### src/dpcr_pkg.sv
// ----------------------------------------------------------------------------
// dpcr_pkg: shared types and constants for the disc pair collision resolver
// Item layouts, datapath widths and the side data carried down the pipeline.
// ----------------------------------------------------------------------------
package dpcr_pkg;

  localparam int CW    = 20;            // coordinate width, signed
  localparam int RW    = 14;            // radius width, unsigned
  localparam int RSW   = RW + 1;        // radius sum
  localparam int MW    = CW;            // delta magnitude
  localparam int DVW   = CW + 1;        // coordinate difference, signed
  localparam int SQW   = 2 * RSW;       // squared distances that can touch
  localparam int DXF   = 7;             // extra fraction bits of the distance
  localparam int XW    = SQW + 2 * DXF; // sqrt operand
  localparam int DISTW = XW / 2;        // distance
  localparam int NFB   = 15;            // normal fraction bits
  localparam int NW    = NFB + 2;       // signed normal component
  localparam int NORM_ONE = 1 << NFB;
  localparam int QW    = NW + 1;        // quotient bits computed
  localparam int RMW   = DISTW + QW;    // divider remainder
  localparam int OVW   = RSW + DXF + 1; // overlap, signed
  localparam int PDW   = DVW + NW;
  localparam int DOTW  = PDW + 1;
  localparam int POW   = OVW + NW;
  localparam int PSH   = NFB + DXF + 1; // half overlap times normal
  localparam int PXW   = 18;
  localparam int IMPW  = 25;
  localparam int QVW   = IMPW + NW;
  localparam int DVRW  = 28;

  typedef struct packed {
    logic signed [CW-1:0] first_pos_x;
    logic signed [CW-1:0] first_pos_y;
    logic signed [CW-1:0] first_vel_x;
    logic signed [CW-1:0] first_vel_y;
    logic        [RW-1:0] first_radius;
    logic signed [CW-1:0] second_pos_x;
    logic signed [CW-1:0] second_pos_y;
    logic signed [CW-1:0] second_vel_x;
    logic signed [CW-1:0] second_vel_y;
    logic        [RW-1:0] second_radius;
  } in_item_t;

  typedef struct packed {
    logic signed [CW-1:0] new_first_pos_x;
    logic signed [CW-1:0] new_first_pos_y;
    logic signed [CW-1:0] new_first_vel_x;
    logic signed [CW-1:0] new_first_vel_y;
    logic signed [CW-1:0] new_second_pos_x;
    logic signed [CW-1:0] new_second_pos_y;
    logic signed [CW-1:0] new_second_vel_x;
    logic signed [CW-1:0] new_second_vel_y;
    logic                 hit;
  } out_item_t;

  typedef struct packed {
    in_item_t       item;
    logic           hit;
    logic           neg_x;
    logic           neg_y;
    logic [RSW-1:0] mag_x;
    logic [RSW-1:0] mag_y;
    logic [RSW-1:0] rsum;
  } side_t;

endpackage

### src/dpcr_sqrt.sv
// ----------------------------------------------------------------------------
// dpcr_sqrt: pipelined integer square root
// Digit by digit root, two result bits per stage.
// ----------------------------------------------------------------------------
module dpcr_sqrt (
  input  logic                        clk_i,
  input  logic                        rst_ni,
  input  logic                        in_valid_i,
  output logic                        in_ready_o,
  input  dpcr_pkg::side_t             in_side_i,
  input  logic [dpcr_pkg::XW-1:0]     in_x_i,
  output logic                        out_valid_o,
  input  logic                        out_ready_i,
  output dpcr_pkg::side_t             out_side_o,
  output logic [dpcr_pkg::DISTW-1:0]  out_dist_o
);

  localparam int NS = dpcr_pkg::DISTW / 2;

  logic                      v_q    [NS];
  dpcr_pkg::side_t           side_q [NS];
  logic [dpcr_pkg::XW-1:0]   rem_q  [NS];
  logic [dpcr_pkg::XW-1:0]   root_q [NS];
  logic [dpcr_pkg::XW-1:0]   rem_d  [NS];
  logic [dpcr_pkg::XW-1:0]   root_d [NS];
  logic                      src_v    [NS];
  dpcr_pkg::side_t           src_side [NS];
  logic [dpcr_pkg::XW-1:0]   src_rem  [NS];
  logic [dpcr_pkg::XW-1:0]   src_root [NS];
  logic                      en [NS+1];

  assign en[NS] = out_ready_i;

  for (genvar g = 0; g < NS; g++) begin : g_stage
    if (g == 0) begin : g_src0
      assign src_v[g]    = in_valid_i;
      assign src_side[g] = in_side_i;
      assign src_rem[g]  = in_x_i;
      assign src_root[g] = '0;
    end else begin : g_srcn
      assign src_v[g]    = v_q[g-1];
      assign src_side[g] = side_q[g-1];
      assign src_rem[g]  = rem_q[g-1];
      assign src_root[g] = root_q[g-1];
    end

    assign en[g] = !v_q[g] || en[g+1];

    always_comb begin
      logic [dpcr_pkg::XW:0] rm;
      logic [dpcr_pkg::XW:0] rt;
      logic [dpcr_pkg::XW:0] bb;
      rm = {1'b0, src_rem[g]};
      rt = {1'b0, src_root[g]};
      for (int j = 0; j < 2; j++) begin
        bb = (dpcr_pkg::XW+1)'(1) << (dpcr_pkg::XW - 2 - 2 * (2 * g + j));
        if (rm >= rt + bb) begin
          rm = rm - (rt + bb);
          rt = (rt >> 1) + bb;
        end else begin
          rt = rt >> 1;
        end
      end
      rem_d[g]  = rm[dpcr_pkg::XW-1:0];
      root_d[g] = rt[dpcr_pkg::XW-1:0];
    end

    always_ff @(posedge clk_i or negedge rst_ni) begin
      if (!rst_ni) begin
        v_q[g] <= 1'b0;
      end else if (en[g]) begin
        v_q[g] <= src_v[g];
      end
    end

    always_ff @(posedge clk_i) begin
      if (en[g]) begin
        side_q[g] <= src_side[g];
        rem_q[g]  <= rem_d[g];
        root_q[g] <= root_d[g];
      end
    end
  end

  assign in_ready_o  = en[0];
  assign out_valid_o = v_q[NS-1];
  assign out_side_o  = side_q[NS-1];
  assign out_dist_o  = root_q[NS-1][dpcr_pkg::DISTW-1:0];

  // leftover after the root is taken never exceeds twice the root
  a_sqrt_rem: assert property (@(posedge clk_i) disable iff (!rst_ni)
    v_q[NS-1] |-> (rem_q[NS-1] <= {root_q[NS-1][dpcr_pkg::XW-2:0], 1'b0}))
    else $error("sqrt remainder out of range");

endmodule

### config.mk
export PLATFORM = sky130hd
export DESIGN_NAME = dpcr_sqrt
export DESIGN_NICKNAME = d
export VERILOG_FILES = /design/src/dpcr_pkg.sv /design/src/dpcr_sqrt.sv
export SDC_FILE = /design/constraint.sdc
export NUM_CORES = 2
export LEC_CHECK = 0
export BUFFER_PORTS_ARGS = -buffer_cell sky130_fd_sc_hd__buf_4
export CAP_MARGIN = 40
export CELL_PAD_IN_SITES_DETAIL_PLACEMENT = 0
export CELL_PAD_IN_SITES_GLOBAL_PLACEMENT = 1
export CORE_ASPECT_RATIO = 0.6
export CORE_MARGIN = 8
export CORE_UTILIZATION = 40
export DETAILED_ROUTE_END_ITERATION = 10
export PLACE_DENSITY = 0.75
export SLEW_MARGIN = 10
export SYNTH_ARGS = -nofsm -noshare
export SYNTH_HDL_FRONTEND = slang
export SYNTH_SLANG_ARGS = --single-unit
export TNS_END_PERCENT = 50
### constraint.sdc
create_clock -name clk_i -period 81.7 [get_ports clk_i]
set_input_delay 8.17 -clock clk_i [delete_from_list [all_inputs] [get_ports clk_i]]
set_output_delay 8.17 -clock clk_i [all_outputs]
set_load 0.02 [all_outputs]
==> flow_metrics.py <==
metrics = {
    "power_and_ir_drop": {
        "p_sw_mw": 1.41,
        "comb_power_share_pct": 21.3,
        "switching_share_pct": 29.2,
        "peakVddDrop_uv": 22.8,
        "p_per_area_nw_per_um2": 35.6,
        "power.clock.fraction_pct": 27.7,
        "p_int_mw": 3.42,
        "cellLeakagePower_nw": 50.4,
        "sequentialPowerShare_pct": 51.0,
    },
    "logic_synthesis": {
        "yosys_warnings": 0,
        "synth_area_leaders": "edfxtp_1 82%, ha_1 2.9%, xnor2_1 1.6%, a21oi_1 1.2%, xor2_1 1.0%",
        "netlist_instances": 6443,
        "synth_ff_type": "edfxtp_1",
        "yosys.cell_types.count": 106,
        "syn_area_per_cell_um2": 18.1,
        "synth_area_um2": 117000,
        "ys_seq_area_share_pct": 81.8,
        "synth_edf_count": 3168,
        "synth.top_cell.area_share_pct": 81.6,
        "synth.largest_area_cell": "edfxtp_1",
        "synth.most_common_cell": "edfxtp_1",
        "async_reset_ff_share_pct": 0.346,
        "ys_ff_latch": 3179,
        "synthTopCellsByCount": "3,168 x edfxtp_1, 299 x nor2_1, 292 x nand2_1",
        "synth_fp_nets": 7001,
    },
    "flow_run": {
        "cap_violations": 0,
    },
    "setup_path": {
        "worstSetupEndpointType": "output pin",
        "worst-path-max-fanout": 115,
        "crit_start": "out_ready_i",
        "worstReg2RegStart": "root_q[8][22]",
        "critPathLaunchType": "primary input",
        "worstPathRequired_ps": 73530,
        "crit_type": "primary input to output pin",
        "critPathArrivalTime_ps": 12390,
    },
    "timing": {
        "max_clock_freq_ghz": 0.0486,
        "setup_violations": 0,
        "finalSetupTns_ps": 0,
        "slew_headroom_pct": 33.0,
        "hold_violations": 0,
        "tightest_slew_ps": 980,
        "post-route-min-period_ps": 20560,
        "rsz0062_at_grt": "no",
        "fin_crit_sh_pct": 25.2,
        "maxSlewViolCount": 0,
        "finalClockSkew_ps": 68.4,
    },
    "drt": {
        "met2_length_mm": 114,
        "wl_met1_mm": 121,
        "firstDrtPassIters": 6,
        "drt_first_iter_violations": 4629,
        "ant_nets": 0,
        "wl_met3_mm": 12.9,
        "routed.top_layer": "met5",
        "wire_per_inst_um": 22.3,
        "drc": 0,
        "via_per_inst": 5.07,
        "route.vias.total": 57600,
        "wl_mm": 254,
    },
    "floorplanning": {
        "die_h_um": 434,
        "start_util_pct": 40.2,
        "io_pins": 544,
        "die_x_um": 713,
        "core-area_um2": 290000,
        "row_count": 153,
        "fp.dieArea_um2": 310000,
    },
    "cells_and_area": {
        "layout-drive-gt1-share_pct": 15.5,
        "fin_area_um2": 136000,
        "syn_to_final_growth_pct": 16.4,
        "fin_nets": 7831,
    },
    "clock_network": {
        "clkTransAtPathRegs_ps": 60,
        "holdBufCountCts": 0,
        "cts_tree": "yes",
        "clock_path_buffers": 4,
        "post-cts-setup-buffers": 0,
        "clkLatencyLatePin_ps": 860,
        "htreeDepth": 5,
        "numCtsBuffers": 293,
        "cts-root-buf": "clkbuf_16",
        "cts.sinks": 3179,
        "cts-resized-gates": 0,
    },
    "global_routing": {
        "antenna_found_initial": 14,
        "overflow": 0,
        "grt_pass1_wl_mm": 370,
        "grt_max_degree": 121,
        "grt_pass1_vias": 56600,
        "track_usage_pct": 15.8,
    },
    "min_path": {
        "hold_path_startpoint": "side_q[8][113]",
        "min_path_type": "flop to flop",
    },
    "placed_design": {
        "placed_area_um2": 126000,
        "io_buffer_count": 543,
        "gp_congestion": 0.890,
        "place.detailed.hpwl_mm": 178,
    },
    "status": {
        "outcome": "finished clean",
    },
}
==> layout by cell type, fill, tap and decap left out, types with 28 or more instances in the layout <==
cell	n
nor4_1	115
a21o_1	119
a211oi_1	32
a21oi_1	287
nor3_1	117
o21ai_0	191
nand2_1	288
or3_1	29
clkinv_1	50
clkbuf_16	296
nand4_1	66
nand2b_1	50
or2_2	28
and3_1	33
inv_1	234
edfxtp_1	3168
xor2_1	138
o21a_1	40
buf_4	598
xnor2_1	217
nor2b_1	34
a31oi_1	37
ha_1	274
nand3_1	88
clkbuf_1	48
nor2_1	299
o31ai_1	31
clkinv_2	39
==> routing by layer <==
metal  vias to the layer above  GRT usage [%]
met5                         -              0
li1                      26800              -
met1                     28800           23.3
met2                      1710           24.5
met4                        10           4.06
met3                       372           2.46
==> worst paths after layout <==
path                             endpoint  slack, ps  cells past startpoint
max in group asynchronous        src_v[8]      74350                      1
min in group asynchronous        src_v[2]       7150                      1
max reg2reg                  rem_q[9][23]      74370                     24
min reg2reg                side_q[9][113]        390                      0
min                        side_q[9][113]        390                      0
max                            in_ready_o      61140                     11
==> power groups by stage <==
| stage | clock, mW | combinational [mW] | sequential (mW) |
|---|---|---|---|
| 4_1_cts | 1.38 | 1.02 | 2.47 |
| 6_report | 1.34 | 1.03 | 2.47 |
| 2_1_floorplan | 0 | 0.696 | 2.48 |
| 3_3_place_gp | 0 | 0.990 | 2.49 |
| 5_1_grt | 1.44 | 1.13 | 2.50 |
| 3_5_place_dp | 0 | 1.01 | 2.50 |
==> logic make-up after synthesis <==
| family | count (synthesis) | synth area share (%) |
|---|---|---|
| xor gates and xnor gates | 355 | 2.67 |
| AOI/OAI and AO/OA | 950 | 5.29 |
| buffers and inverters | 340 | 1.14 |
| muxes | 46 | 0.424 |
| DFF | 3179 | 81.8 |
| adders and majority gates | 274 | 2.94 |
| and+or+nand+nor | 1299 | 5.74 |
==> sequential cells by signal, summed over array words and instances, names as in the netlist <==
| register | count |
|---|---|
| out_valid_o | 1 |
| src_v | 10 |
| rem_q | 440 |
| side_q | 2596 |
| root_q | 132 |
==> cell type report <==
type | count | area (um^2)
inverter | 246 | 956
clock buffer | 349 | 7660
multi-input combinational | 2924 | 20000
sequential | 3179 | 95400
fill | 23900 | 154000
clock inverter | 162 | 1670
tap | 3875 | 4850
timing repair buffer | 629 | 5260
antenna | 5 | 12.5
==> worst max-delay path: stages <==
cell and delay, ps:
buf_4 110, nor2b_1 390, and2_1 390, and3_1 490, nand3_4 290, nor2_1 650, nand3_4 690, inv_1 420
nand3_4 110, buf_12 300, buf_4 280
==> through the flow <==
stage | setup slack, ps | total power [mW] | hold WS [ps] | cells | util, %
3_3_place_gp | 60960 | 3.48 | 400 | 10800 | 43.4
4_1_cts | 60940 | 4.87 | 382 | 11400 | 46.8
3_5_place_dp | 61000 | 3.51 | 405 | 10800 | 43.6
6_report | 61140 | 4.83 | 387 | 11400 | 46.9
5_1_grt | 60750 | 5.06 | 386 | 11400 | 46.8
2_1_floorplan | 41140 | 3.17 | 400 | 6443 | -
Power figures use the tool's default switching activity.
