**src/dpcr_pkg.sv**
```systemverilog
// ----------------------------------------------------------------------------
// dpcr_pkg: shared types and constants for the disc pair collision resolver
// Item layouts, datapath widths and the side data carried down the pipeline.
// ----------------------------------------------------------------------------
package dpcr_pkg;

  localparam int CW    = 20;            // coordinate width, signed
  localparam int RW    = 14;            // radius width, unsigned
  localparam int RSW   = RW + 1;        // radius sum
  localparam int MW    = CW;            // delta magnitude
  localparam int DVW   = CW + 1;        // coordinate difference, signed
  localparam int SQW   = 2 * RSW;       // squared distances that can touch
  localparam int DXF   = 7;             // extra fraction bits of the distance
  localparam int XW    = SQW + 2 * DXF; // sqrt operand
  localparam int DISTW = XW / 2;        // distance
  localparam int NFB   = 15;            // normal fraction bits
  localparam int NW    = NFB + 2;       // signed normal component
  localparam int NORM_ONE = 1 << NFB;
  localparam int QW    = NW + 1;        // quotient bits computed
  localparam int RMW   = DISTW + QW;    // divider remainder
  localparam int OVW   = RSW + DXF + 1; // overlap, signed
  localparam int PDW   = DVW + NW;
  localparam int DOTW  = PDW + 1;
  localparam int POW   = OVW + NW;
  localparam int PSH   = NFB + DXF + 1; // half overlap times normal
  localparam int PXW   = 18;
  localparam int IMPW  = 25;
  localparam int QVW   = IMPW + NW;
  localparam int DVRW  = 28;

  typedef struct packed {
    logic signed [CW-1:0] first_pos_x;
    logic signed [CW-1:0] first_pos_y;
    logic signed [CW-1:0] first_vel_x;
    logic signed [CW-1:0] first_vel_y;
    logic        [RW-1:0] first_radius;
    logic signed [CW-1:0] second_pos_x;
    logic signed [CW-1:0] second_pos_y;
    logic signed [CW-1:0] second_vel_x;
    logic signed [CW-1:0] second_vel_y;
    logic        [RW-1:0] second_radius;
  } in_item_t;

  typedef struct packed {
    logic signed [CW-1:0] new_first_pos_x;
    logic signed [CW-1:0] new_first_pos_y;
    logic signed [CW-1:0] new_first_vel_x;
    logic signed [CW-1:0] new_first_vel_y;
    logic signed [CW-1:0] new_second_pos_x;
    logic signed [CW-1:0] new_second_pos_y;
    logic signed [CW-1:0] new_second_vel_x;
    logic signed [CW-1:0] new_second_vel_y;
    logic                 hit;
  } out_item_t;

  typedef struct packed {
    in_item_t       item;
    logic           hit;
    logic           neg_x;
    logic           neg_y;
    logic [RSW-1:0] mag_x;
    logic [RSW-1:0] mag_y;
    logic [RSW-1:0] rsum;
  } side_t;

endpackage

```
**src/dpcr_front.sv**
```systemverilog
// ----------------------------------------------------------------------------
// dpcr_front: deltas, squared distance and touch test
// Three stages: delta magnitudes, squares, sum and compare.
// ----------------------------------------------------------------------------
module dpcr_front (
  input  logic                      clk_i,
  input  logic                      rst_ni,
  input  logic                      in_valid_i,
  output logic                      in_ready_o,
  input  dpcr_pkg::in_item_t        in_item_i,
  output logic                      out_valid_o,
  input  logic                      out_ready_i,
  output dpcr_pkg::side_t           out_side_o,
  output logic [dpcr_pkg::XW-1:0]   out_x_o
);

  logic en1, en2, en3;
  logic v1_q, v2_q, v3_q;

  // stage 1
  dpcr_pkg::in_item_t               item1_q;
  logic [dpcr_pkg::MW-1:0]          mx1_q, my1_q, mx1_d, my1_d;
  logic                             nx1_q, ny1_q;
  logic [dpcr_pkg::RSW-1:0]         rs1_q, rs1_d;
  logic signed [dpcr_pkg::DVW-1:0]  dx_w, dy_w;

  // stage 2
  dpcr_pkg::in_item_t               item2_q;
  logic [2*dpcr_pkg::MW-1:0]        sqx2_q, sqy2_q;
  logic [dpcr_pkg::SQW-1:0]         rsq2_q;
  logic [dpcr_pkg::RSW-1:0]         mx2_q, my2_q, rs2_q;
  logic                             nx2_q, ny2_q;

  // stage 3
  dpcr_pkg::side_t                  side3_q, side3_d;
  logic [dpcr_pkg::XW-1:0]          x3_q, x3_d;
  logic [2*dpcr_pkg::MW:0]          d2_w;

  assign en3        = !v3_q || out_ready_i;
  assign en2        = !v2_q || en3;
  assign en1        = !v1_q || en2;
  assign in_ready_o = en1;

  always_comb begin
    dx_w  = $signed({in_item_i.second_pos_x[dpcr_pkg::CW-1], in_item_i.second_pos_x})
          - $signed({in_item_i.first_pos_x[dpcr_pkg::CW-1], in_item_i.first_pos_x});
    dy_w  = $signed({in_item_i.second_pos_y[dpcr_pkg::CW-1], in_item_i.second_pos_y})
          - $signed({in_item_i.first_pos_y[dpcr_pkg::CW-1], in_item_i.first_pos_y});
    mx1_d = dx_w[dpcr_pkg::DVW-1] ? dpcr_pkg::MW'(-dx_w) : dpcr_pkg::MW'(dx_w);
    my1_d = dy_w[dpcr_pkg::DVW-1] ? dpcr_pkg::MW'(-dy_w) : dpcr_pkg::MW'(dy_w);
    rs1_d = {1'b0, in_item_i.first_radius} + {1'b0, in_item_i.second_radius};
  end

  always_comb begin
    d2_w               = {1'b0, sqx2_q} + {1'b0, sqy2_q};
    side3_d.item       = item2_q;
    side3_d.hit        = (d2_w != '0) && (d2_w < (2*dpcr_pkg::MW+1)'(rsq2_q));
    side3_d.neg_x      = nx2_q;
    side3_d.neg_y      = ny2_q;
    side3_d.mag_x      = mx2_q;
    side3_d.mag_y      = my2_q;
    side3_d.rsum       = rs2_q;
    x3_d               = {d2_w[dpcr_pkg::SQW-1:0], {(2*dpcr_pkg::DXF){1'b0}}};
  end

  always_ff @(posedge clk_i or negedge rst_ni) begin
    if (!rst_ni) begin
      v1_q <= 1'b0;
      v2_q <= 1'b0;
      v3_q <= 1'b0;
    end else begin
      if (en1) v1_q <= in_valid_i;
      if (en2) v2_q <= v1_q;
      if (en3) v3_q <= v2_q;
    end
  end

  always_ff @(posedge clk_i) begin
    if (en1) begin
      item1_q <= in_item_i;
      mx1_q   <= mx1_d;
      my1_q   <= my1_d;
      nx1_q   <= dx_w[dpcr_pkg::DVW-1];
      ny1_q   <= dy_w[dpcr_pkg::DVW-1];
      rs1_q   <= rs1_d;
    end
    if (en2) begin
      item2_q <= item1_q;
      sqx2_q  <= mx1_q * mx1_q;
      sqy2_q  <= my1_q * my1_q;
      rsq2_q  <= rs1_q * rs1_q;
      // only the low bits matter once the pair touches
      mx2_q   <= mx1_q[dpcr_pkg::RSW-1:0];
      my2_q   <= my1_q[dpcr_pkg::RSW-1:0];
      nx2_q   <= nx1_q;
      ny2_q   <= ny1_q;
      rs2_q   <= rs1_q;
    end
    if (en3) begin
      side3_q <= side3_d;
      x3_q    <= x3_d;
    end
  end

  assign out_valid_o = v3_q;
  assign out_side_o  = side3_q;
  assign out_x_o     = x3_q;

endmodule

```
**config.mk**
```make
export PLATFORM = sky130hd
export DESIGN_NAME = dpcr_front
export DESIGN_NICKNAME = d
export VERILOG_FILES = /design/src/dpcr_pkg.sv /design/src/dpcr_front.sv
export SDC_FILE = /design/constraint.sdc
export NUM_CORES = 2
export LEC_CHECK = 0
export ABC_AREA = 1
export BUFFER_PORTS_ARGS = -buffer_cell sky130_fd_sc_hd__buf_4
export CORE_ASPECT_RATIO = 2
export CORE_UTILIZATION = 40
export CTS_CLUSTER_DIAMETER = 100
export DETAILED_ROUTE_END_ITERATION = 16
export SLEW_MARGIN = 0
export SYNTH_ARGS = -nofsm -noshare
export SYNTH_HDL_FRONTEND = slang
export SYNTH_SLANG_ARGS = --single-unit
```
**constraint.sdc**
```tcl
create_clock -name clk_i -period 15.1 [get_ports clk_i]
set_clock_uncertainty 0.1 [all_clocks]
set_input_delay 1.51 -clock clk_i [delete_from_list [all_inputs] [get_ports clk_i]]
set_output_delay 1.51 -clock clk_i [all_outputs]
set_load 0.1 [all_outputs]
```
==> run_results.csv <==
group,metric,value,unit
logic_synthesis,syn-mean-instance-area,10.3,µm²
grt,grt_pass1_wl,263000,µm
worst_setup_path,crit_chain,"nand2_1, fa_1, inv_1, fa_1, fa_1, fa_1, ha_1, fa_1, inv_1, fa_1, inv_1, ha_1, a21oi_1, o21ai_0, a21oi_1, o21ai_1, a21oi_1, o21ai_1, xor2_1",
worst_setup_path,cp-start-kind,"flop",
logic_synthesis,synthXorXnorAreaFrac,0.0267,
worst_setup_path,end_kind,"flop",
cts,clk_latency,0.68,ns
route,viasPerCell,4.86,
placed_design,gp_congestion,0.931,
route,first_pass_iters,5,
logic_synthesis,synthDistinctLibCells,55,
worst_setup_path,critPathLaunch,"mx1_q[5]",
timing,max_freq,133,MHz
logic_synthesis,synth_edf_count,850,
timing,min_period_over_period,0.497,
cts,cts-resized-gates,0,
die,die_h,569,µm
cts,clock_path_buffers,3,
cts,cts_tree,"done",
route,vias,43163,
worst_setup_path,crit_required,15.39,ns
grt,antenna_found_initial,1,
logic_synthesis,async_flop_share,0.00352,
worst_setup_path,path_max_fanout,21,
job,cap_violations,0,
worst_setup_path,cp_common_cell,"fa_1",
logic_synthesis,synth_common_cells,"inv_1 (1560), nand2_1 (1317), edfxtp_1 (850)",
die,num_rows,207,
timing,grt_setup_unrepaired,"no",
die,die_area,162000,µm²
logic_synthesis,synthCells,6268,
logic_synthesis,synth_top_family_by_area,"adder cells",
logic_synthesis,synth.top_cell.area_share,0.397,
die,die_w,285,µm
timing,setup_viol,0,
placed_design,numPortBuffers,459,
cts,path_clk_slew,0.07,ns
layout,drive_gt1_frac,0.0965,
layout,areaGrowthSynthToFinish,13.0,%
logic_synthesis,yosys_register_bits,853,
route,ant_nets,0,
logic_synthesis,synth_area_leaders,"edfxtp_1 (40%), fa_1 (22%), ha_1 (10%), inv_1 (9.1%), nand2_1 (7.7%)",
worst_setup_path,crit_path_top_delay_cell,"edfxtp_1",
timing,tightest_slew,1.15,ns
worst_setup_path,arrival,7.80,ns
cts,cts_setup_buffers,0,
logic_synthesis,synth-adder-area-share,0.318,
layout,fillCellCount,15058,
worst_setup_path,cpPeakStageDelay,1.06,ns
cts,cts_made_buffers,78,
logic_synthesis,synth_top_cell_by_area,"edfxtp_1",
layout,final_util,0.456,
layout,nets,8140,
die,initial_core_util,0.403,
timing,min_period,7.51,ns
timing,hold_violations,0,
timing,drv_slew,0,
die,ios,474,
timing,max_slew_margin,0.234,
worst_setup_path,path_class,"reg -> reg",
timing,setup_tns,0,ns
logic_synthesis,ys.warnings.count,0,
cts,root_buffer,"clkbuf_16",
route,drtIter0Drc,1747,
logic_synthesis,synth_area,64300,µm²
logic_synthesis,synth-simple-area-share,0.119,
logic_synthesis,synth-compound-area-share,0.0387,
grt,grt_usage,0.212,
logic_synthesis,muxShareOfSynthArea,0,
placed_design,dpl.hpwl,138000,µm
logic_synthesis,synth.most_common_cell,"inv_1",
logic_synthesis,ys_seq_area_frac,0.398,
min_path,min_path_type,"reg -> reg",
outcome,status,"finished, final reports clean",
grt,grt.overflow.total,0,
cts,cts_sinks,853,
grt,grt_pass1_vias,47921,
worst_setup_path,r2r_start,"mx1_q[5]",
grt,grt_max_degree,115,
cts,htree_levels,3,
route,wl_per_cell,19.0,µm
route,wirelength,169000,µm
min_path,hold_start,"item2_q[34]",
logic_synthesis,synth_ff_type,"edfxtp_1",
cts,cts_hold_buf,0,
die,core-area,159000,µm²
route,drcViolationCount,0,
==> flip-flops by register name, summed over array words and instances, names as in the netlist <==
register / flops
nx1_q: 1
rsq2_q: 29
my1_q: 20
ny1_q: 1
sqy2_q: 39
v1_q: 1
sqx2_q: 39
ny2_q: 1
item1_q: 188
out_side_o: 236
rs1_q: 15
out_valid_o: 1
item2_q: 188
out_x_o: 30
mx2_q: 14
my2_q: 14
nx2_q: 1
rs2_q: 14
mx1_q: 20
v2_q: 1
==> critical path, delay by kind of cell (launching register included) <==
kind	cells	cell delay, ns
AO/OA/AOI/OAI	6	1.35
adder cells (fa/ha/maj)	8	3.75
flip-flops	1	1.06
AND/OR/NAND/NOR	1	0.32
buffers and inverters	3	0.16
XOR/XNOR	1	0.46
==> layer usage <==
metal / vias up / global-route usage / wire length (µm)
met3: 402 / 0.0260 / 6780
met4: 0 / 0.125 / 11300
met5: - / 0 / 0
li1: 20414 / - / -
met1: 21199 / 0.200 / 54800
met2: 1148 / 0.427 / 96100
==> through the flow <==
step	area [µm²]	std cells	hold slack (ns)	setup WS [ns]
2_1_floorplan	64300	6281	0.300	-0.0558
3_3_place_gp	70100	8744	0.300	7.59
3_5_place_dp	70100	8744	0.305	7.50
4_1_cts	72600	8888	0.303	7.48
5_1_grt	72600	8889	0.304	7.21
6_report	72600	8889	0.304	7.59
==> layout make-up <==
cell class / instances / area [µm²] / share of cell area
Multi-Input combinational cell: 3748 / 32300 / 0.445
Sequential cell: 853 / 25600 / 0.353
Inverter: 1565 / 5890 / 0.0811
Timing Repair Buffer: 488 / 3680 / 0.0506
Tap cell: 2090 / 2620 / 0.0360
Clock buffer: 88 / 2010 / 0.0277
Clock inverter: 56 / 490 / 0.00675
Antenna cell: 1 / 2.50 / 0.0000345
==> final timing paths <==
kind,endpoint,cells after the start,slack (ns)
hold reg to reg,out_side_o[82],0,0.30
setup / recovery,sqx2_q[23],19,7.59
setup reg to reg,sqx2_q[23],19,7.59
min in group asynchronous,out_valid_o,1,0.53
hold / removal,out_side_o[82],0,0.30
max in group asynchronous,v1_q,1,14.27
==> layout by cell type, fill, tap and decap left out, drive strengths merged, types with 6 or more instances in the layout <==
| cell | instances |
|---|---|
| inv | 1575 |
| nand2 | 1337 |
| edfxtp | 850 |
| fa | 697 |
| ha | 517 |
| buf | 488 |
| nor2 | 286 |
| a21oi | 218 |
| nand3 | 154 |
| xor2 | 135 |
| o21ai | 100 |
| clkbuf | 88 |
| xnor2 | 61 |
| nand4 | 43 |
| clkinv | 38 |
| nor3 | 29 |
| a31oi | 27 |
| o21bai | 24 |
| a21o | 19 |
| conb | 14 |
| o21a | 13 |
| nand3b | 12 |
| nor4 | 11 |
| or2 | 7 |
| o221ai | 7 |
| o31ai | 7 |
| and3 | 6 |
| a21boi | 6 |
==> cells by family after synthesis <==
group / after synthesis
simple gates: 1889
buf+inv: 1680
fa+ha+maj: 1214
flops: 853
compound gates: 435
xor+xnor: 196
other cells: 1
Power is left out: the tool's default activity adds up to more than one toggle a clock period on the data nets, which glitch-free logic cannot reach.
