**src/dpcr_pkg.sv**
```systemverilog
// ----------------------------------------------------------------------------
// dpcr_pkg: shared types and constants for the disc pair collision resolver
// Item layouts, datapath widths and the side data carried down the pipeline.
// ----------------------------------------------------------------------------
package dpcr_pkg;

  localparam int CW    = 20;            // coordinate width, signed
  localparam int RW    = 14;            // radius width, unsigned
  localparam int RSW   = RW + 1;        // radius sum
  localparam int MW    = CW;            // delta magnitude
  localparam int DVW   = CW + 1;        // coordinate difference, signed
  localparam int SQW   = 2 * RSW;       // squared distances that can touch
  localparam int DXF   = 7;             // extra fraction bits of the distance
  localparam int XW    = SQW + 2 * DXF; // sqrt operand
  localparam int DISTW = XW / 2;        // distance
  localparam int NFB   = 15;            // normal fraction bits
  localparam int NW    = NFB + 2;       // signed normal component
  localparam int NORM_ONE = 1 << NFB;
  localparam int QW    = NW + 1;        // quotient bits computed
  localparam int RMW   = DISTW + QW;    // divider remainder
  localparam int OVW   = RSW + DXF + 1; // overlap, signed
  localparam int PDW   = DVW + NW;
  localparam int DOTW  = PDW + 1;
  localparam int POW   = OVW + NW;
  localparam int PSH   = NFB + DXF + 1; // half overlap times normal
  localparam int PXW   = 18;
  localparam int IMPW  = 25;
  localparam int QVW   = IMPW + NW;
  localparam int DVRW  = 28;

  typedef struct packed {
    logic signed [CW-1:0] first_pos_x;
    logic signed [CW-1:0] first_pos_y;
    logic signed [CW-1:0] first_vel_x;
    logic signed [CW-1:0] first_vel_y;
    logic        [RW-1:0] first_radius;
    logic signed [CW-1:0] second_pos_x;
    logic signed [CW-1:0] second_pos_y;
    logic signed [CW-1:0] second_vel_x;
    logic signed [CW-1:0] second_vel_y;
    logic        [RW-1:0] second_radius;
  } in_item_t;

  typedef struct packed {
    logic signed [CW-1:0] new_first_pos_x;
    logic signed [CW-1:0] new_first_pos_y;
    logic signed [CW-1:0] new_first_vel_x;
    logic signed [CW-1:0] new_first_vel_y;
    logic signed [CW-1:0] new_second_pos_x;
    logic signed [CW-1:0] new_second_pos_y;
    logic signed [CW-1:0] new_second_vel_x;
    logic signed [CW-1:0] new_second_vel_y;
    logic                 hit;
  } out_item_t;

  typedef struct packed {
    in_item_t       item;
    logic           hit;
    logic           neg_x;
    logic           neg_y;
    logic [RSW-1:0] mag_x;
    logic [RSW-1:0] mag_y;
    logic [RSW-1:0] rsum;
  } side_t;

endpackage

```
**src/dpcr_div.sv**
```systemverilog
// ----------------------------------------------------------------------------
// dpcr_div: pipelined dividers for the unit normal
// Rounded |delta| * 2^22 / distance for both axes, two bits per stage.
// ----------------------------------------------------------------------------
module dpcr_div (
  input  logic                        clk_i,
  input  logic                        rst_ni,
  input  logic                        in_valid_i,
  output logic                        in_ready_o,
  input  dpcr_pkg::side_t             in_side_i,
  input  logic [dpcr_pkg::DISTW-1:0]  in_dist_i,
  output logic                        out_valid_o,
  input  logic                        out_ready_i,
  output dpcr_pkg::side_t             out_side_o,
  output logic [dpcr_pkg::DISTW-1:0]  out_dist_o,
  output logic [dpcr_pkg::QW-1:0]     out_qx_o,
  output logic [dpcr_pkg::QW-1:0]     out_qy_o
);

  localparam int NS = dpcr_pkg::QW / 2 + 1;

  logic                         v_q    [NS];
  dpcr_pkg::side_t              side_q [NS];
  logic [dpcr_pkg::DISTW-1:0]   dist_q [NS];
  logic [dpcr_pkg::RMW-1:0]     rx_q [NS], ry_q [NS], rx_d [NS], ry_d [NS];
  logic [dpcr_pkg::QW-1:0]      qx_q [NS], qy_q [NS], qx_d [NS], qy_d [NS];
  logic                         en [NS+1];

  assign en[NS] = out_ready_i;

  for (genvar g = 0; g < NS; g++) begin : g_stage
    assign en[g] = !v_q[g] || en[g+1];

    if (g == 0) begin : g_num
      // numerators with the rounding half of the divisor folded in
      always_comb begin
        rx_d[g] = dpcr_pkg::RMW'({in_side_i.mag_x, {(dpcr_pkg::NFB+dpcr_pkg::DXF){1'b0}}})
                + dpcr_pkg::RMW'(in_dist_i >> 1);
        ry_d[g] = dpcr_pkg::RMW'({in_side_i.mag_y, {(dpcr_pkg::NFB+dpcr_pkg::DXF){1'b0}}})
                + dpcr_pkg::RMW'(in_dist_i >> 1);
        qx_d[g] = '0;
        qy_d[g] = '0;
      end

      always_ff @(posedge clk_i or negedge rst_ni) begin
        if (!rst_ni) begin
          v_q[g] <= 1'b0;
        end else if (en[g]) begin
          v_q[g] <= in_valid_i;
        end
      end

      always_ff @(posedge clk_i) begin
        if (en[g]) begin
          side_q[g] <= in_side_i;
          dist_q[g] <= in_dist_i;
          rx_q[g]   <= rx_d[g];
          ry_q[g]   <= ry_d[g];
          qx_q[g]   <= qx_d[g];
          qy_q[g]   <= qy_d[g];
        end
      end
    end else begin : g_iter
      always_comb begin
        logic [dpcr_pkg::RMW-1:0] rx;
        logic [dpcr_pkg::RMW-1:0] ry;
        logic [dpcr_pkg::RMW-1:0] dv;
        logic [dpcr_pkg::QW-1:0]  qx;
        logic [dpcr_pkg::QW-1:0]  qy;
        rx = rx_q[g-1];
        ry = ry_q[g-1];
        qx = qx_q[g-1];
        qy = qy_q[g-1];
        for (int j = 0; j < 2; j++) begin
          dv = dpcr_pkg::RMW'(dist_q[g-1]) << (dpcr_pkg::QW - 1 - 2 * (g - 1) - j);
          if (rx >= dv) begin
            rx = rx - dv;
            qx[dpcr_pkg::QW - 1 - 2 * (g - 1) - j] = 1'b1;
          end
          if (ry >= dv) begin
            ry = ry - dv;
            qy[dpcr_pkg::QW - 1 - 2 * (g - 1) - j] = 1'b1;
          end
        end
        rx_d[g] = rx;
        ry_d[g] = ry;
        qx_d[g] = qx;
        qy_d[g] = qy;
      end

      always_ff @(posedge clk_i or negedge rst_ni) begin
        if (!rst_ni) begin
          v_q[g] <= 1'b0;
        end else if (en[g]) begin
          v_q[g] <= v_q[g-1];
        end
      end

      always_ff @(posedge clk_i) begin
        if (en[g]) begin
          side_q[g] <= side_q[g-1];
          dist_q[g] <= dist_q[g-1];
          rx_q[g]   <= rx_d[g];
          ry_q[g]   <= ry_d[g];
          qx_q[g]   <= qx_d[g];
          qy_q[g]   <= qy_d[g];
        end
      end
    end
  end

  assign in_ready_o  = en[0];
  assign out_valid_o = v_q[NS-1];
  assign out_side_o  = side_q[NS-1];
  assign out_dist_o  = dist_q[NS-1];
  assign out_qx_o    = qx_q[NS-1];
  assign out_qy_o    = qy_q[NS-1];

  // distance is at least 2^7 * |delta|, so a touching pair never tops unit length
  a_norm_bound: assert property (@(posedge clk_i) disable iff (!rst_ni)
    (v_q[NS-1] && side_q[NS-1].hit) |->
      (qx_q[NS-1] <= dpcr_pkg::QW'(dpcr_pkg::NORM_ONE)) &&
      (qy_q[NS-1] <= dpcr_pkg::QW'(dpcr_pkg::NORM_ONE)))
    else $error("normal component above one");

endmodule

```
**config.mk**
```make
export PLATFORM = sky130hd
export DESIGN_NAME = dpcr_div
export DESIGN_NICKNAME = d
export VERILOG_FILES = /design/src/dpcr_pkg.sv /design/src/dpcr_div.sv
export SDC_FILE = /design/constraint.sdc
export NUM_CORES = 2
export LEC_CHECK = 0
export CAP_MARGIN = 20
export CORE_ASPECT_RATIO = 1.2
export CORE_MARGIN = 5
export CORE_UTILIZATION = 55
export DETAILED_ROUTE_END_ITERATION = 8
export DONT_BUFFER_PORTS = 1
export PLACE_DENSITY = 0.78
export SYNTH_ARGS = -nofsm -noshare
export SYNTH_HDL_FRONTEND = slang
export SYNTH_SLANG_ARGS = --single-unit
```
**constraint.sdc**
```tcl
create_clock -name clk_i -period 85.7 [get_ports clk_i]
set_clock_uncertainty 0.05 [all_clocks]
set_input_delay 12.855 -clock clk_i [delete_from_list [all_inputs] [get_ports clk_i]]
set_output_delay 12.855 -clock clk_i [all_outputs]
set_load 0.005 [all_outputs]
```
==> reports/results.ini <==
[clock_network]
post-cts-setup-buffers = 0
clk_pin_slew_ns = 0.08
worstSkewPairLatency_ns = 0.89
hold_buffers = 0
cts.path.max_buffers = 4
clock-sinks = 3266
postCtsResizedCells = 0
cts_buffers = 316
cts_tree = yes
cts-root-buf = clkbuf_16
htree_num_levels = 5

[die]
initial_core_util = 0.5530
design.core.area_sq_um = 270700
die_area_sq_um = 282700
die_height_um = 581.4
rows = 209
io_pins = 558
die_x_um = 486.2

[finish]
n_fill_cell = 19769
final_util = 0.6092
layout.nets = 12239
fin_cells = 15019
fin_area_sq_um = 164900
area_delta_synth_final_pct = 10.18
layout_commonest_cell = edfxtp_1
seqCellArea_sq_um = 98020
layout_common_cells = 3,256 x edfxtp_1, 777 x nand2_1, 765 x ha_1
multi_input_area_sq_um = 49210
layout-drive-gt1-share = 0.08419

[yosys]
synth_simple_gate_area_frac = 0.08811
synth_area_sq_um = 149700
ys_seq_area_frac = 0.6550
synthAdderAreaFrac = 0.06837
synth_xor_area_frac = 0.04699
synthesis.nets = 12002
syn_inst = 10942
synth_top_family_by_area = compound AO/OA/AOI/OAI gates
async_flop_share = 0.003062
synthMuxAreaShare = 0.02091
synth.avg_cell_area_sq_um = 13.68
synth_flop_cell = edfxtp_1
yosysWarnings = 0
ys_types = 108
synth-seq-cells = 3266
synth_edf_count = 3256
synth-compound-area-share = 0.1035

[power_and_ir_drop]
peakVddDrop_uv = 25.83
p_sw_frac = 0.3884
p_seq_frac = 0.342
leakagePower_nw = 61.66
internal_power_mw = 4.852
share_comb_of_total_power = 0.480
pwr_density_cell_nw_per_um2 = 48.11
netSwitchingPower_mw = 3.081
design_power_total_mw = 7.933
clkPwrFrac = 0.178

[place]
dp_hpwl_um = 266500
placed_cells = 14444
gp_congestion = 0.9502
place_ws_ns = 55.15
post_dp_cell_area_sq_um = 154400
port_buffers = 0

[detailed_routing]
drt_pass1_iterations = 7
drt_iter0_drc = 7372
num_vias = 90261
via_per_inst = 6.010
finalWirelength_um = 380000
wire_per_inst_um = 25.30
postRouteAntennaNets = 0
drc_errors = 0

[setup_path]
arrival_ns = 17.64
worst_setup_path_end_kind = output pin
critPathLaunchType = input port
r2r_end = rx_q[1][34]
cp.required_ns = 72.79
reg2regPathDepth = 25
worst-setup-path-type = in2out
endpoint = in_ready_o
rrSetupSlack_ns = 77.10
cp_max_fo = 62
r2r_start = dist_q[0][18]
cp-startpoint = out_ready_i

[timing]
drv_slew = 0
relSlewSlack = 0.2031
fmax_mhz = 32.74
hold_viol_final = 0
tightest_slew_ns = 1.195
tns_ns = 0
fin_crit_ns = 30.54
hold_slack_ns = 0.3132
fin_crit_sh = 0.3564
rsz0062_at_grt = false
setup_viol = 0
fin_ws_ns = 55.16

[global_routing]
grt_pass1_wl_um = 564400
grt_max_degree = 135
antenna_found_initial = 17
grt_overflow_total = 0
grt_pass1_vias = 90891
grtUsageTotal = 0.2626

[worst_hold_path]
hp-class = reg2reg
holdPathStages = 0

[run]
drv_cap = 0

[run_status]
status = completed

## metal layers
metal / routed length, um / track usage
met1: 136100 / 0.2948
met2: 196900 / 0.4754
met3: 18280 / 0.03091
met4: 28650 / 0.1648
met5: 38 / 0
## state kept, by name (all words and copies together), names as in the netlist
signal	flops
out_valid_o	1
rx_q	274
qx_q	90
qy_q	90
ry_q	255
v_q	9
side_q	2360
dist_q	187
## worst max-delay path, stage by stage
cell	delay, ns
nor2b_1	0.63
nand3_4	0.60
nor2_1	0.80
nand3_4	0.83
nor2_1	0.97
nand4_1	0.42
buf_4	0.44
## cell families after synthesis
kind of cell / after synthesis
AND/OR/NAND/NOR: 2670
adder cells (fa/ha/maj): 798
XOR/XNOR: 803
AO/OA/AOI/OAI: 2464
flip-flops: 3266
buffers and inverters: 663
multiplexers: 278
## cell usage after synthesis (26+ instances only)
| library cell | count | share of area |
|---|---|---|
| clkbuf_1 | 150 | 0.0038 |
| o211ai_1 | 51 | 0.0026 |
| nand2b_1 | 109 | 0.0046 |
| nand3_1 | 169 | 0.0057 |
| a21o_1 | 347 | 0.017 |
| buf_2 | 27 | 0.00090 |
| a21boi_0 | 30 | 0.0015 |
| a211oi_1 | 73 | 0.0037 |
| mux2i_1 | 31 | 0.0021 |
| edfxtp_1 | 3256 | 0.65 |
| or3_1 | 73 | 0.0031 |
| xnor2_1 | 529 | 0.031 |
| nand4_1 | 138 | 0.0058 |
| nand3b_1 | 26 | 0.0013 |
| nor2b_1 | 108 | 0.0045 |
| and2_1 | 47 | 0.0020 |
| nor3_1 | 218 | 0.0073 |
| nand2_1 | 780 | 0.020 |
| and3_1 | 62 | 0.0026 |
| a21oi_1 | 744 | 0.025 |
| a31oi_1 | 61 | 0.0025 |
| mux2_2 | 231 | 0.017 |
| fa_1 | 33 | 0.0044 |
| o31ai_1 | 88 | 0.0044 |
| nor4_1 | 110 | 0.0046 |
| nor2_1 | 617 | 0.015 |
| or2_2 | 49 | 0.0020 |
| o21a_1 | 117 | 0.0059 |
| inv_1 | 453 | 0.011 |
| xor2_1 | 274 | 0.016 |
| o21ai_0 | 601 | 0.020 |
| or4_1 | 40 | 0.0020 |
| ha_1 | 765 | 0.064 |
| o21bai_1 | 93 | 0.0047 |
## worst min path at each step
stage              startpoint        endpoint
2_1_floorplan     qx_q[1][16]     qx_q[2][16]
3_3_place_gp    side_q[5][73]   side_q[6][73]
3_5_place_dp      qx_q[6][14]     qx_q[7][14]
4_1_cts        side_q[3][160]  side_q[4][160]
5_1_grt        side_q[3][158]  side_q[4][158]
6_report       side_q[3][160]  side_q[4][160]
## power groups by stage
| stage | sequential [mW] | combinational [mW] | clock (mW) |
|---|---|---|---|
| 3_5_place_dp | 2.72 | 3.74 | 0 |
| 4_1_cts | 2.71 | 3.77 | 1.44 |
| 5_1_grt | 2.74 | 4.22 | 1.52 |
| 2_1_floorplan | 2.65 | 2.95 | 0 |
| 6_report | 2.71 | 3.81 | 1.41 |
| 3_3_place_gp | 2.70 | 3.63 | 0 |
## final cells by class
class                           instances  share of cell area
Timing Repair Buffer                  118            0.006389
Clock buffer                          375             0.04968
Inverter                              464             0.01070
Tap cell                             3587             0.02722
Antenna cell                            5          0.00007588
Multi-Input combinational cell       7013              0.2984
Sequential cell                      3266              0.5945
Clock inverter                        191             0.01307
(Power assumes the default switching activity.)
